### config.mk
export PLATFORM = sky130hd
export DESIGN_NAME = alu_with_nzcv_and_condition
export DESIGN_NICKNAME = d
export VERILOG_FILES = /design/src/rtl/core/anzc_pkg.sv /design/src/rtl/core/anzc_alu.sv /design/src/rtl/core/alu_with_nzcv_and_condition.sv
export SDC_FILE = /design/constraint.sdc
export NUM_CORES = 2
export LEC_CHECK = 0
export BUFFER_PORTS_ARGS = -buffer_cell sky130_fd_sc_hd__buf_2
export CORE_ASPECT_RATIO = 1.4
export CORE_MARGIN = 1.5
export CORE_UTILIZATION = 45
export DETAILED_ROUTE_END_ITERATION = 12
export PLACE_DENSITY = 0.72
export SYNTH_ARGS = -nofsm -noshare
export SYNTH_HDL_FRONTEND = slang
export SYNTH_SLANG_ARGS = --single-unit
### constraint.sdc
create_clock -name i_clk -period 7.1 [get_ports i_clk]
set_clock_uncertainty 0.1 [all_clocks]
set_input_delay 1.775 -clock i_clk [delete_from_list [all_inputs] [get_ports i_clk]]
set_output_delay 1.775 -clock i_clk [all_outputs]
set_load 0.02 [all_outputs]
### src/rtl/core/anzc_pkg.sv
package anzc_pkg;

    localparam int unsigned DATA_W = 64;
    localparam int unsigned SHAMT_W = 6;
    localparam int unsigned IN_DATA_W = 144;
    localparam int unsigned OUT_DATA_W = 72;

    localparam logic [DATA_W-1:0] ERROR_RESULT = 64'hFEED_FACE_DEAD_BEEF;

    typedef enum logic [3:0] {
        KIND_ADD    = 4'd0,
        KIND_SUB    = 4'd1,
        KIND_ORN    = 4'd2,
        KIND_OR     = 4'd3,
        KIND_XOR    = 4'd4,
        KIND_AND    = 4'd5,
        KIND_MOVK   = 4'd6,
        KIND_LSL    = 4'd7,
        KIND_LSR    = 4'd8,
        KIND_ASR    = 4'd9,
        KIND_PASS_A = 4'd10,
        KIND_PASS_B = 4'd11,
        KIND_ERROR  = 4'd12
    } t_kind;

    typedef enum logic [3:0] {
        COND_EQ = 4'd0,
        COND_NE = 4'd1,
        COND_CS = 4'd2,
        COND_CC = 4'd3,
        COND_MI = 4'd4,
        COND_PL = 4'd5,
        COND_VS = 4'd6,
        COND_VC = 4'd7,
        COND_HI = 4'd8,
        COND_LS = 4'd9,
        COND_GE = 4'd10,
        COND_LT = 4'd11,
        COND_GT = 4'd12,
        COND_LE = 4'd13,
        COND_AL = 4'd14,
        COND_NV = 4'd15
    } t_cond;

    typedef struct packed {
        logic n;
        logic z;
        logic c;
        logic v;
    } t_nzcv;

    typedef struct packed {
        logic [DATA_W-1:0]  operand_a;
        logic [DATA_W-1:0]  operand_b;
        logic [SHAMT_W-1:0] b_shift;
        logic [3:0]         kind;
        logic               set_flags;
        logic [3:0]         condition;
    } t_op;

    typedef struct packed {
        logic [DATA_W-1:0] result;
        logic              condition_true;
        t_nzcv             flags_now;
    } t_res;

endpackage

### src/rtl/core/anzc_alu.sv
module anzc_alu (
    input  anzc_pkg::t_op   i_op,
    input  anzc_pkg::t_nzcv i_flags,
    output anzc_pkg::t_res  o_res
);
    import anzc_pkg::*;

    logic [DATA_W-1:0] sb;
    logic [DATA_W-1:0] res;
    logic [DATA_W:0]   sum;
    logic [DATA_W:0]   diff;
    logic [SHAMT_W-1:0] cnt;
    logic              c;
    logic              v;
    t_nzcv             f;
    logic              ct;

    assign sb   = i_op.operand_b << i_op.b_shift;
    assign cnt  = i_op.operand_b[SHAMT_W-1:0];
    assign sum  = {1'b0, i_op.operand_a} + {1'b0, sb};
    // carry out of a + ~b + 1 is the no-borrow flag
    assign diff = {1'b0, i_op.operand_a} + {1'b0, ~sb} + {{DATA_W{1'b0}}, 1'b1};

    always_comb begin
        c = 1'b0;
        v = 1'b0;
        case (t_kind'(i_op.kind))
            KIND_ADD: begin
                res = sum[DATA_W-1:0];
                c   = sum[DATA_W];
                v   = ~(i_op.operand_a[DATA_W-1] ^ sb[DATA_W-1])
                      & (i_op.operand_a[DATA_W-1] ^ res[DATA_W-1]);
            end
            KIND_SUB: begin
                res = diff[DATA_W-1:0];
                c   = diff[DATA_W];
                v   = (i_op.operand_a[DATA_W-1] ^ sb[DATA_W-1])
                      & (i_op.operand_a[DATA_W-1] ^ res[DATA_W-1]);
            end
            KIND_ORN:    res = i_op.operand_a | ~i_op.operand_b;
            KIND_OR:     res = i_op.operand_a | i_op.operand_b;
            KIND_XOR:    res = i_op.operand_a ^ i_op.operand_b;
            KIND_AND:    res = i_op.operand_a & i_op.operand_b;
            KIND_MOVK:   res = i_op.operand_a | sb;
            KIND_LSL:    res = i_op.operand_a << cnt;
            KIND_LSR:    res = i_op.operand_a >> cnt;
            KIND_ASR:    res = DATA_W'($signed(i_op.operand_a) >>> cnt);
            KIND_PASS_A: res = i_op.operand_a;
            KIND_PASS_B: res = i_op.operand_b;
            default:     res = ERROR_RESULT;
        endcase
    end

    always_comb begin
        if (i_op.set_flags) begin
            f.n = res[DATA_W-1];
            f.z = (res == '0);
            f.c = c;
            f.v = v;
        end else begin
            f = i_flags;
        end
    end

    always_comb begin
        case (t_cond'(i_op.condition))
            COND_EQ: ct = f.z;
            COND_NE: ct = ~f.z;
            COND_CS: ct = f.c;
            COND_CC: ct = ~f.c;
            COND_MI: ct = f.n;
            COND_PL: ct = ~f.n;
            COND_VS: ct = f.v;
            COND_VC: ct = ~f.v;
            COND_HI: ct = f.c & ~f.z;
            COND_LS: ct = ~(f.c & ~f.z);
            COND_GE: ct = (f.n == f.v);
            COND_LT: ct = (f.n != f.v);
            COND_GT: ct = (f.n == f.v) & ~f.z;
            COND_LE: ct = ~((f.n == f.v) & ~f.z);
            default: ct = 1'b1;
        endcase
    end

    assign o_res.result         = res;
    assign o_res.condition_true = ct;
    assign o_res.flags_now      = f;

endmodule

### src/rtl/core/alu_with_nzcv_and_condition.sv
// 64-bit ALU with stored NZCV flags and an ARM condition check. Each item
// is registered on input, evaluated in one pass (operation, flag update,
// condition test) and registered on output, and one item is taken per
// cycle while the output is not held back; the only feedback is the 4-bit
// flag register, written as the item moves into the output register. Flags
// reset to zero. Kinds 12 to 15 act as the error code.
module alu_with_nzcv_and_condition (
    input  logic                           i_clk,
    input  logic                           i_rst_n,
    input  logic                           i_s_axis_tvalid,
    output logic                           o_s_axis_tready,
    // operand_a, operand_b, b_shift, set_flags, condition, zero pad
    input  logic [anzc_pkg::IN_DATA_W-1:0] i_s_axis_tdata,
    // kind
    input  logic [3:0]                     i_s_axis_tuser,
    output logic                           o_m_axis_tvalid,
    input  logic                           i_m_axis_tready,
    // result, condition_true, flags_now (N,Z,C,V from bit 3 down), zero pad
    output logic [anzc_pkg::OUT_DATA_W-1:0] o_m_axis_tdata
);
    import anzc_pkg::*;

    localparam int unsigned IN_USED_W = 2 * DATA_W + SHAMT_W + 1 + 4;
    localparam int unsigned OUT_USED_W = DATA_W + 1 + 4;

    logic  r_v1;
    t_op   r_op;
    logic  r_ov;
    t_res  r_out;
    t_nzcv r_flags;
    t_res  n_out;
    logic  w_adv;
    logic  w_take;

    assign w_adv  = ~r_ov | i_m_axis_tready;
    assign w_take = w_adv & r_v1;
    assign o_s_axis_tready = w_adv | ~r_v1;

    anzc_alu u_alu (
        .i_op    (r_op),
        .i_flags (r_flags),
        .o_res   (n_out)
    );

    always_ff @(posedge i_clk) begin
        if (!i_rst_n) begin
            r_v1    <= 1'b0;
            r_ov    <= 1'b0;
            r_flags <= '0;
        end else begin
            if (o_s_axis_tready) begin
                r_v1 <= i_s_axis_tvalid;
            end
            if (w_adv) begin
                r_ov <= r_v1;
            end
            if (w_take) begin
                r_flags <= n_out.flags_now;
            end
        end
    end

    always_ff @(posedge i_clk) begin
        if (o_s_axis_tready && i_s_axis_tvalid) begin
            r_op.operand_a <= i_s_axis_tdata[DATA_W-1:0];
            r_op.operand_b <= i_s_axis_tdata[2*DATA_W-1:DATA_W];
            r_op.b_shift   <= i_s_axis_tdata[2*DATA_W+SHAMT_W-1:2*DATA_W];
            r_op.set_flags <= i_s_axis_tdata[2*DATA_W+SHAMT_W];
            r_op.condition <= i_s_axis_tdata[IN_USED_W-1:2*DATA_W+SHAMT_W+1];
            r_op.kind      <= i_s_axis_tuser;
        end
        if (w_take) begin
            r_out <= n_out;
        end
    end

    assign o_m_axis_tvalid = r_ov;
    assign o_m_axis_tdata  = {{(OUT_DATA_W-OUT_USED_W){1'b0}},
                              r_out.flags_now, r_out.condition_true, r_out.result};

    a_flags_hold: assert property (@(posedge i_clk) disable iff (!i_rst_n)
        !w_take |=> $stable(r_flags))
        else $error("flags changed without an item moving");

    a_flags_match: assert property (@(posedge i_clk) disable iff (!i_rst_n)
        r_ov |-> (r_out.flags_now == r_flags))
        else $error("delivered flags differ from stored flags");

    a_take_loads: assert property (@(posedge i_clk) disable iff (!i_rst_n)
        w_take |=> r_ov)
        else $error("item lost between stages");

    a_reset_empty: assert property (@(posedge i_clk)
        !i_rst_n |=> !r_ov && !r_v1)
        else $error("pipeline not empty after reset");

endmodule

==> results.rst, run 1 <==
.. list-table::
   :header-rows: 1

   * - Metric
     - Value
   * - Post-synthesis cell area
     - 39,000 sq um
   * - Vias in the first global route
     - 54.5k
   * - Starting density of the core
     - 45.5%
   * - Number of unique standard cell types used by synthesis
     - 101
   * - First Error
     - [ERROR GRT-0116] Global routing finished with congestion. Check the congestion regions in the DRC Viewer.
   * - Master cell of the clock root buffer
     - sky130_fd_sc_hd__clkbuf_16
   * - Number of warnings printed during yosys synthesis
     - 0
   * - Number of placement rows
     - 127
   * - Port Buffer Count
     - 217
   * - Mapped Cells
     - 4,801
   * - Fraction of post-synthesis cell area in the top cell type by area
     - 16.3%
   * - Height of the die
     - 352 microns
   * - I/O pins
     - 226
   * - Post-synth EDFFs
     - 212
   * - Stage reached
     - global routing (5_1_grt)
   * - Area after detailed placement
     - 50,400 sq um
   * - Horizontal die dimension
     - 252 microns
   * - Post-synthesis sequential area ratio
     - 16.6%
   * - Pin count of the biggest net entering global routing
     - 120
   * - #FFs+latches synth
     - 218
   * - Total congestion overflow
     - 94
   * - Global-route wire length before repair
     - 445,000 microns
   * - Leading register cell type out of synthesis
     - sky130_fd_sc_hd__edfxtp_1
   * - Top cell type by total area after synthesis
     - sky130_fd_sc_hd__edfxtp_1
   * - Mean Syn Cell Area
     - 8.13 sq um
   * - Number of H-tree levels
     - 1
   * - Outcome
     - did not finish
   * - Total global routing track utilization
     - 71.5%
   * - Biggest area contributors in the synthesized netlist
     - sky130_fd_sc_hd__edfxtp_1 (16%), sky130_fd_sc_hd__mux4_2 (12%), sky130_fd_sc_hd__mux2i_1 (7.7%)
   * - RePlAce Congestion
     - 1.26
   * - Number of clock sinks
     - 218
   * - Async set-reset flop share out of synthesis
     - 0%
   * - Half-perimeter wire length after detailed placement
     - 235,000 microns
   * - Inserted Clock Buffers
     - 22
   * - Clock Tree Buf Depth
     - 3
-- timing repair --
action                     4_1_cts
gates resized for setup        124
gates cloned                     2
setup endpoints to repair        3
buffers inserted                15
hold buffers                     0
pin swaps                       23
-- cells in the mapped netlist (24+ instances only) --
library cell,number
sky130_fd_sc_hd__and2_1,43
sky130_fd_sc_hd__o31ai_1,50
sky130_fd_sc_hd__edfxtp_1,212
sky130_fd_sc_hd__nor2b_1,44
sky130_fd_sc_hd__a211oi_1,70
sky130_fd_sc_hd__nand4_1,60
sky130_fd_sc_hd__o21a_1,25
sky130_fd_sc_hd__mux2i_1,300
sky130_fd_sc_hd__o21ai_0,226
sky130_fd_sc_hd__ha_1,200
sky130_fd_sc_hd__mux4_2,212
sky130_fd_sc_hd__or3_1,28
sky130_fd_sc_hd__o22ai_1,87
sky130_fd_sc_hd__a31oi_1,48
sky130_fd_sc_hd__xnor2_1,63
sky130_fd_sc_hd__o221ai_1,40
sky130_fd_sc_hd__or2_2,35
sky130_fd_sc_hd__xor2_1,24
sky130_fd_sc_hd__nor2_1,408
sky130_fd_sc_hd__a221oi_1,75
sky130_fd_sc_hd__and3_1,33
sky130_fd_sc_hd__a21o_1,38
sky130_fd_sc_hd__nor3_1,110
sky130_fd_sc_hd__inv_1,164
sky130_fd_sc_hd__nand3_1,125
sky130_fd_sc_hd__mux2_2,105
sky130_fd_sc_hd__clkbuf_1,267
sky130_fd_sc_hd__nand2_1,498
sky130_fd_sc_hd__buf_1,52
sky130_fd_sc_hd__buf_2,110
sky130_fd_sc_hd__nor4_1,69
sky130_fd_sc_hd__a22oi_1,69
sky130_fd_sc_hd__o211ai_1,72
sky130_fd_sc_hd__a21oi_1,336
sky130_fd_sc_hd__nand2b_1,41
-- stage by stage --
stage | setup slack [ps] | hold WS (ps) | instances | util (%) | setup TNS [ps]
after floorplan | 117 | 344 | 4803 | - | 0
after global placement | -825 | 361 | 7036 | 58.7 | -1200
after detailed placement | -943 | 367 | 7036 | 58.7 | -1610
after CTS | -263 | 376 | 7093 | 60.5 | -263
-- cell families after synthesis --
| logic type | after synthesis | synth area share [%] |
|---|---|---|
| compound gates | 1467 | 25.8 |
| xor+xnor | 87 | 1.95 |
| fa+ha+maj | 202 | 6.51 |
| buf+inv | 634 | 6.88 |
| flops | 218 | 16.6 |
| mux | 619 | 23.0 |
| other cells | 1 | 0.00960 |
| simple gates | 1573 | 19.2 |
-- metal layers --
layer | GRT usage, % | overflow
met2 | 90.6 | 52
met1 | 73.0 | 0
met3 | 50.1 | 1
met4 | 72.6 | 41
met5 | 22.4 | 0
==> inputs of run 2 (changes only) <==
--- a/config.mk
+++ b/config.mk
@@ -6,11 +6,10 @@
 export NUM_CORES = 2
 export LEC_CHECK = 0
 export BUFFER_PORTS_ARGS = -buffer_cell sky130_fd_sc_hd__buf_2
-export CORE_ASPECT_RATIO = 1.4
 export CORE_MARGIN = 1.5
-export CORE_UTILIZATION = 45
+export CORE_UTILIZATION = 30
 export DETAILED_ROUTE_END_ITERATION = 12
-export PLACE_DENSITY = 0.72
+export PLACE_DENSITY_LB_ADDON = 0.15
 export SYNTH_ARGS = -nofsm -noshare
 export SYNTH_HDL_FRONTEND = slang
 export SYNTH_SLANG_ARGS = --single-unit
==> constraint.sdc (replaced) <==
create_clock -name i_clk -period 9.2 [get_ports i_clk]
set_clock_uncertainty 0.1 [all_clocks]
set_input_delay 2.3 -clock i_clk [delete_from_list [all_inputs] [get_ports i_clk]]
set_output_delay 2.3 -clock i_clk [all_outputs]
set_load 0.02 [all_outputs]
==> run 2 against run 1 <==
Against the previous run:
- the flow now finishes, with violations (capacitance limit, slew limit)
- synthesized cell count did not move
- area after synthesis unchanged
==> results.rst, run 2 <==
.. list-table::
   :header-rows: 1

   * - Metric
     - Value
   * - Shortest clock period the worst path allows after layout
     - 9050 ps
   * - Routed Wire Length
     - 304,000 microns
   * - Hold path startpoint
     - r_flags[0]
   * - Setup TNS
     - 0 ps
   * - Biggest area contributors in the synthesized netlist
     - sky130_fd_sc_hd__edfxtp_1 (16%), sky130_fd_sc_hd__mux4_2 (12%), sky130_fd_sc_hd__mux2i_1 (7.7%)
   * - Type of element launching the critical path
     - register
   * - Fraction of final layout cells sized beyond drive strength 1
     - 21.8%
   * - Number of placement rows
     - 132
   * - Port Buffer Count
     - 217
   * - #FFs+latches synth
     - 218
   * - Die ar.
     - 132,000 sq um
   * - Xor and xnor fraction of the mapped netlist area
     - 1.95%
   * - TritonCTS clock tree
     - yes
   * - Half-perimeter wire length after detailed placement
     - 238,000 microns
   * - Total global routing track utilization
     - 44.6%
   * - Starting density of the core
     - 30.2%
   * - Count of hold-fix buffers inserted at cts
     - 0
   * - # Post-CTS Setup Buffers
     - 0
   * - Fraction of the cycle the final worst path needs
     - 98.4%
   * - Count of maximum capacitance violations
     - 1
   * - Launching element of the worst setup path
     - r_op[16]
   * - Post-synthesis sequential area ratio
     - 16.6%
   * - Post-synth EDFFs
     - 212
   * - CP required
     - 9470 ps
   * - Final-report max-slew violation count
     - 3
   * - Worst voltage drop across the vdd grid
     - 139 uV
   * - Pre-antenna DRT Iters
     - 6
   * - Vias
     - 47.7k
   * - Most common library cell in the layout ignoring fill and taps
     - sky130_fd_sc_hd__nand2_1
   * - Fraction of post-synthesis cell area in the top cell type by area
     - 16.3%
   * - Latest clock arrival within the worst-skew pair
     - 630 ps
   * - Total congestion overflow
     - 0
   * - Detailed-route wire length per cell
     - 44.8 microns
   * - Crit Reg-Reg Startpoint
     - r_op[16]
   * - RSZ-0062 raised after global routing
     - false
   * - Critical path start-end classification
     - register to register
   * - Core Region
     - 129,000 sq um
   * - Async set-reset flop share out of synthesis
     - 0%
   * - Most numerous cell in the Yosys netlist
     - sky130_fd_sc_hd__nand2_1
   * - Height of the die
     - 364 microns
   * - Global-route wire length before repair
     - 401,000 microns
   * - Post-CTS sizing
     - 0
   * - RePlAce Congestion
     - 1.15
   * - Slew at the pin closest to its max-slew limit
     - 1670 ps
   * - Number of flip-flops in the largest register
     - 143
   * - Via count normalized by instance count
     - 7.04
   * - Worst slew margin relative to its limit
     - -12.7%
   * - Post-synthesis mux area share
     - 23.0%
   * - Number of clock sinks
     - 218
   * - Leak Pwr
     - 0.0172 uW
   * - Inserted Clock Buffers
     - 26
   * - # DRC
     - 0
   * - Post-synthesis cell area
     - 39,000 sq um
   * - Vias in the first global route
     - 43.9k
   * - Hold Crit Class
     - register to register
   * - Pin count of the biggest net entering global routing
     - 98
   * - Fmax
     - 0.110 GHz
   * - Remaining antenna violation count after routing
     - 0
   * - Number of setup violations in the final report
     - 0
   * - Maximum fanout along the worst path
     - 11
   * - Power density over the cells
     - 130 nW/um^2
   * - Final hold violation count
     - 0
   * - Adder-cell area share of the yosys netlist
     - 6.51%
   * - Detailed router's first-iteration violation count
     - 7,621
   * - Top cell type by total area after synthesis
     - sky130_fd_sc_hd__edfxtp_1
   * - Mapped Cells
     - 4,801
   * - Number of H-tree levels
     - 1
   * - Violated checks
     - capacitance limit, slew limit
   * - Final net count
     - 5,348
   * - Mean Syn Cell Area
     - 8.13 sq um
   * - Clock Tree Buf Depth
     - 3
   * - Outcome
     - finished, violations left
   * - I/O pins
     - 226
   * - Leading register cell type out of synthesis
     - sky130_fd_sc_hd__edfxtp_1
   * - Combinational family with the most area after synthesis
     - compound AO/OA/AOI/OAI gates
   * - Number of antenna violations at the first check in global routing
     - 30
   * - Arrival time of data at the critical path endpoint
     - 9320 ps
   * - Capturing element type of the critical path
     - register
   * - Number of unique standard cell types used by synthesis
     - 101
   * - Master cell of the clock root buffer
     - sky130_fd_sc_hd__clkbuf_16
   * - Largest register by flop count
     - r_op
   * - Compound-gate portion of the synthesized area
     - 25.8%
   * - PnR Total Power
     - 5790 uW
   * - Horizontal die dimension
     - 364 microns
   * - Clock slew seen by the registers of the worst setup and hold paths
     - 70 ps
   * - Simple-gate share of the synthesized area
     - 19.2%
   * - Commonest cells after routing, fill and taps aside
     - sky130_fd_sc_hd__nand2_1 (495), sky130_fd_sc_hd__nor2_1 (403), sky130_fd_sc_hd__buf_4 (390)
   * - Area growth from synthesis to layout
     - 14.2%
   * - Number of warnings printed during yosys synthesis
     - 0
   * - Synth cell count leaders
     - sky130_fd_sc_hd__nand2_1 (498), sky130_fd_sc_hd__nor2_1 (408), sky130_fd_sc_hd__a21oi_1 (336)
-- run 2: path summary, 6_finish.rpt --
kind	end	slack, ps	cells past startpoint
hold reg to reg	r_flags[0]	390	2
setup reg to reg	o_m_axis_tdata[64]	150	24
hold / removal	r_flags[0]	390	2
setup / recovery	o_m_axis_tdata[64]	150	24
-- run 2: cell type report --
class | count | area, sq um
clock inverters | 16 | 168
multi-input cells | 3951 | 30000
inverters | 173 | 653
clock buffers | 32 | 673
well taps | 1742 | 2180
diodes | 19 | 47.5
fillers | 13800 | 84700
repair buffers | 624 | 4350
flip-flops and latches | 218 | 6490
-- run 2: per-layer routing --
metal / wire (microns) / up-vias / track usage [%] / part of all wire, %
li1: - / 19000 / - / -
met1: 119000 / 24000 / 57.1 / 39
met2: 121000 / 3787 / 62.5 / 40
met3: 37400 / 926 / 14.8 / 12
met4: 26100 / 18 / 31.1 / 8.6
met5: 163 / - / 0.0363 / 0.054
-- run 2: power breakdown --
| group | switching (uW) | internal [uW] | total (uW) |
|---|---|---|---|
| combinational | 2380 | 1060 | 3450 |
| clock | 465 | 602 | 1070 |
| sequential | 97.5 | 1180 | 1270 |
-- run 2: per-stage QoR --
stage	area, sq um	instances	util (%)	hold slack (ps)	worst slack, ps
after floorplan	39100	4803	-	344	2220
after global placement	43700	6708	33.8	386	406
after detailed placement	43700	6708	33.8	373	398
after CTS	44500	6756	34.4	390	368
after global routing	44600	6756	34.5	430	72.0
final	44600	6775	34.5	387	147
-- run 2: critical path, cell delays in order (launching register included) --
cell and delay (ps):
sky130_fd_sc_hd__edfxtp_1 760, sky130_fd_sc_hd__mux2_2 320, sky130_fd_sc_hd__nand2_1 280, sky130_fd_sc_hd__mux4_2 760, sky130_fd_sc_hd__nor2_1 160, sky130_fd_sc_hd__nor2_1 170, sky130_fd_sc_hd__or2_2 330, sky130_fd_sc_hd__ha_1 470
sky130_fd_sc_hd__a21oi_1 460, sky130_fd_sc_hd__o21ai_0 290, sky130_fd_sc_hd__a21oi_1 410, sky130_fd_sc_hd__nor3_1 240, sky130_fd_sc_hd__or3_1 440, sky130_fd_sc_hd__a211oi_1 480, sky130_fd_sc_hd__buf_4 230, sky130_fd_sc_hd__o211ai_1 90
sky130_fd_sc_hd__a221o_1 290, sky130_fd_sc_hd__nor4b_1 840, sky130_fd_sc_hd__buf_4 230, sky130_fd_sc_hd__nand4_1 130, sky130_fd_sc_hd__nor4_4 280, sky130_fd_sc_hd__buf_4 170, sky130_fd_sc_hd__a31oi_1 70, sky130_fd_sc_hd__o221a_1 220
sky130_fd_sc_hd__or4_1 500
-- run 2: logic make-up after synthesis --
| logic type | count (synthesis) |
|---|---|
| compound gates | 1467 |
| fa+ha+maj | 202 |
| xor+xnor | 87 |
| buf+inv | 634 |
| other cells | 1 |
| mux | 619 |
| flops | 218 |
| simple gates | 1573 |
Power figures use the tool's default switching activity.
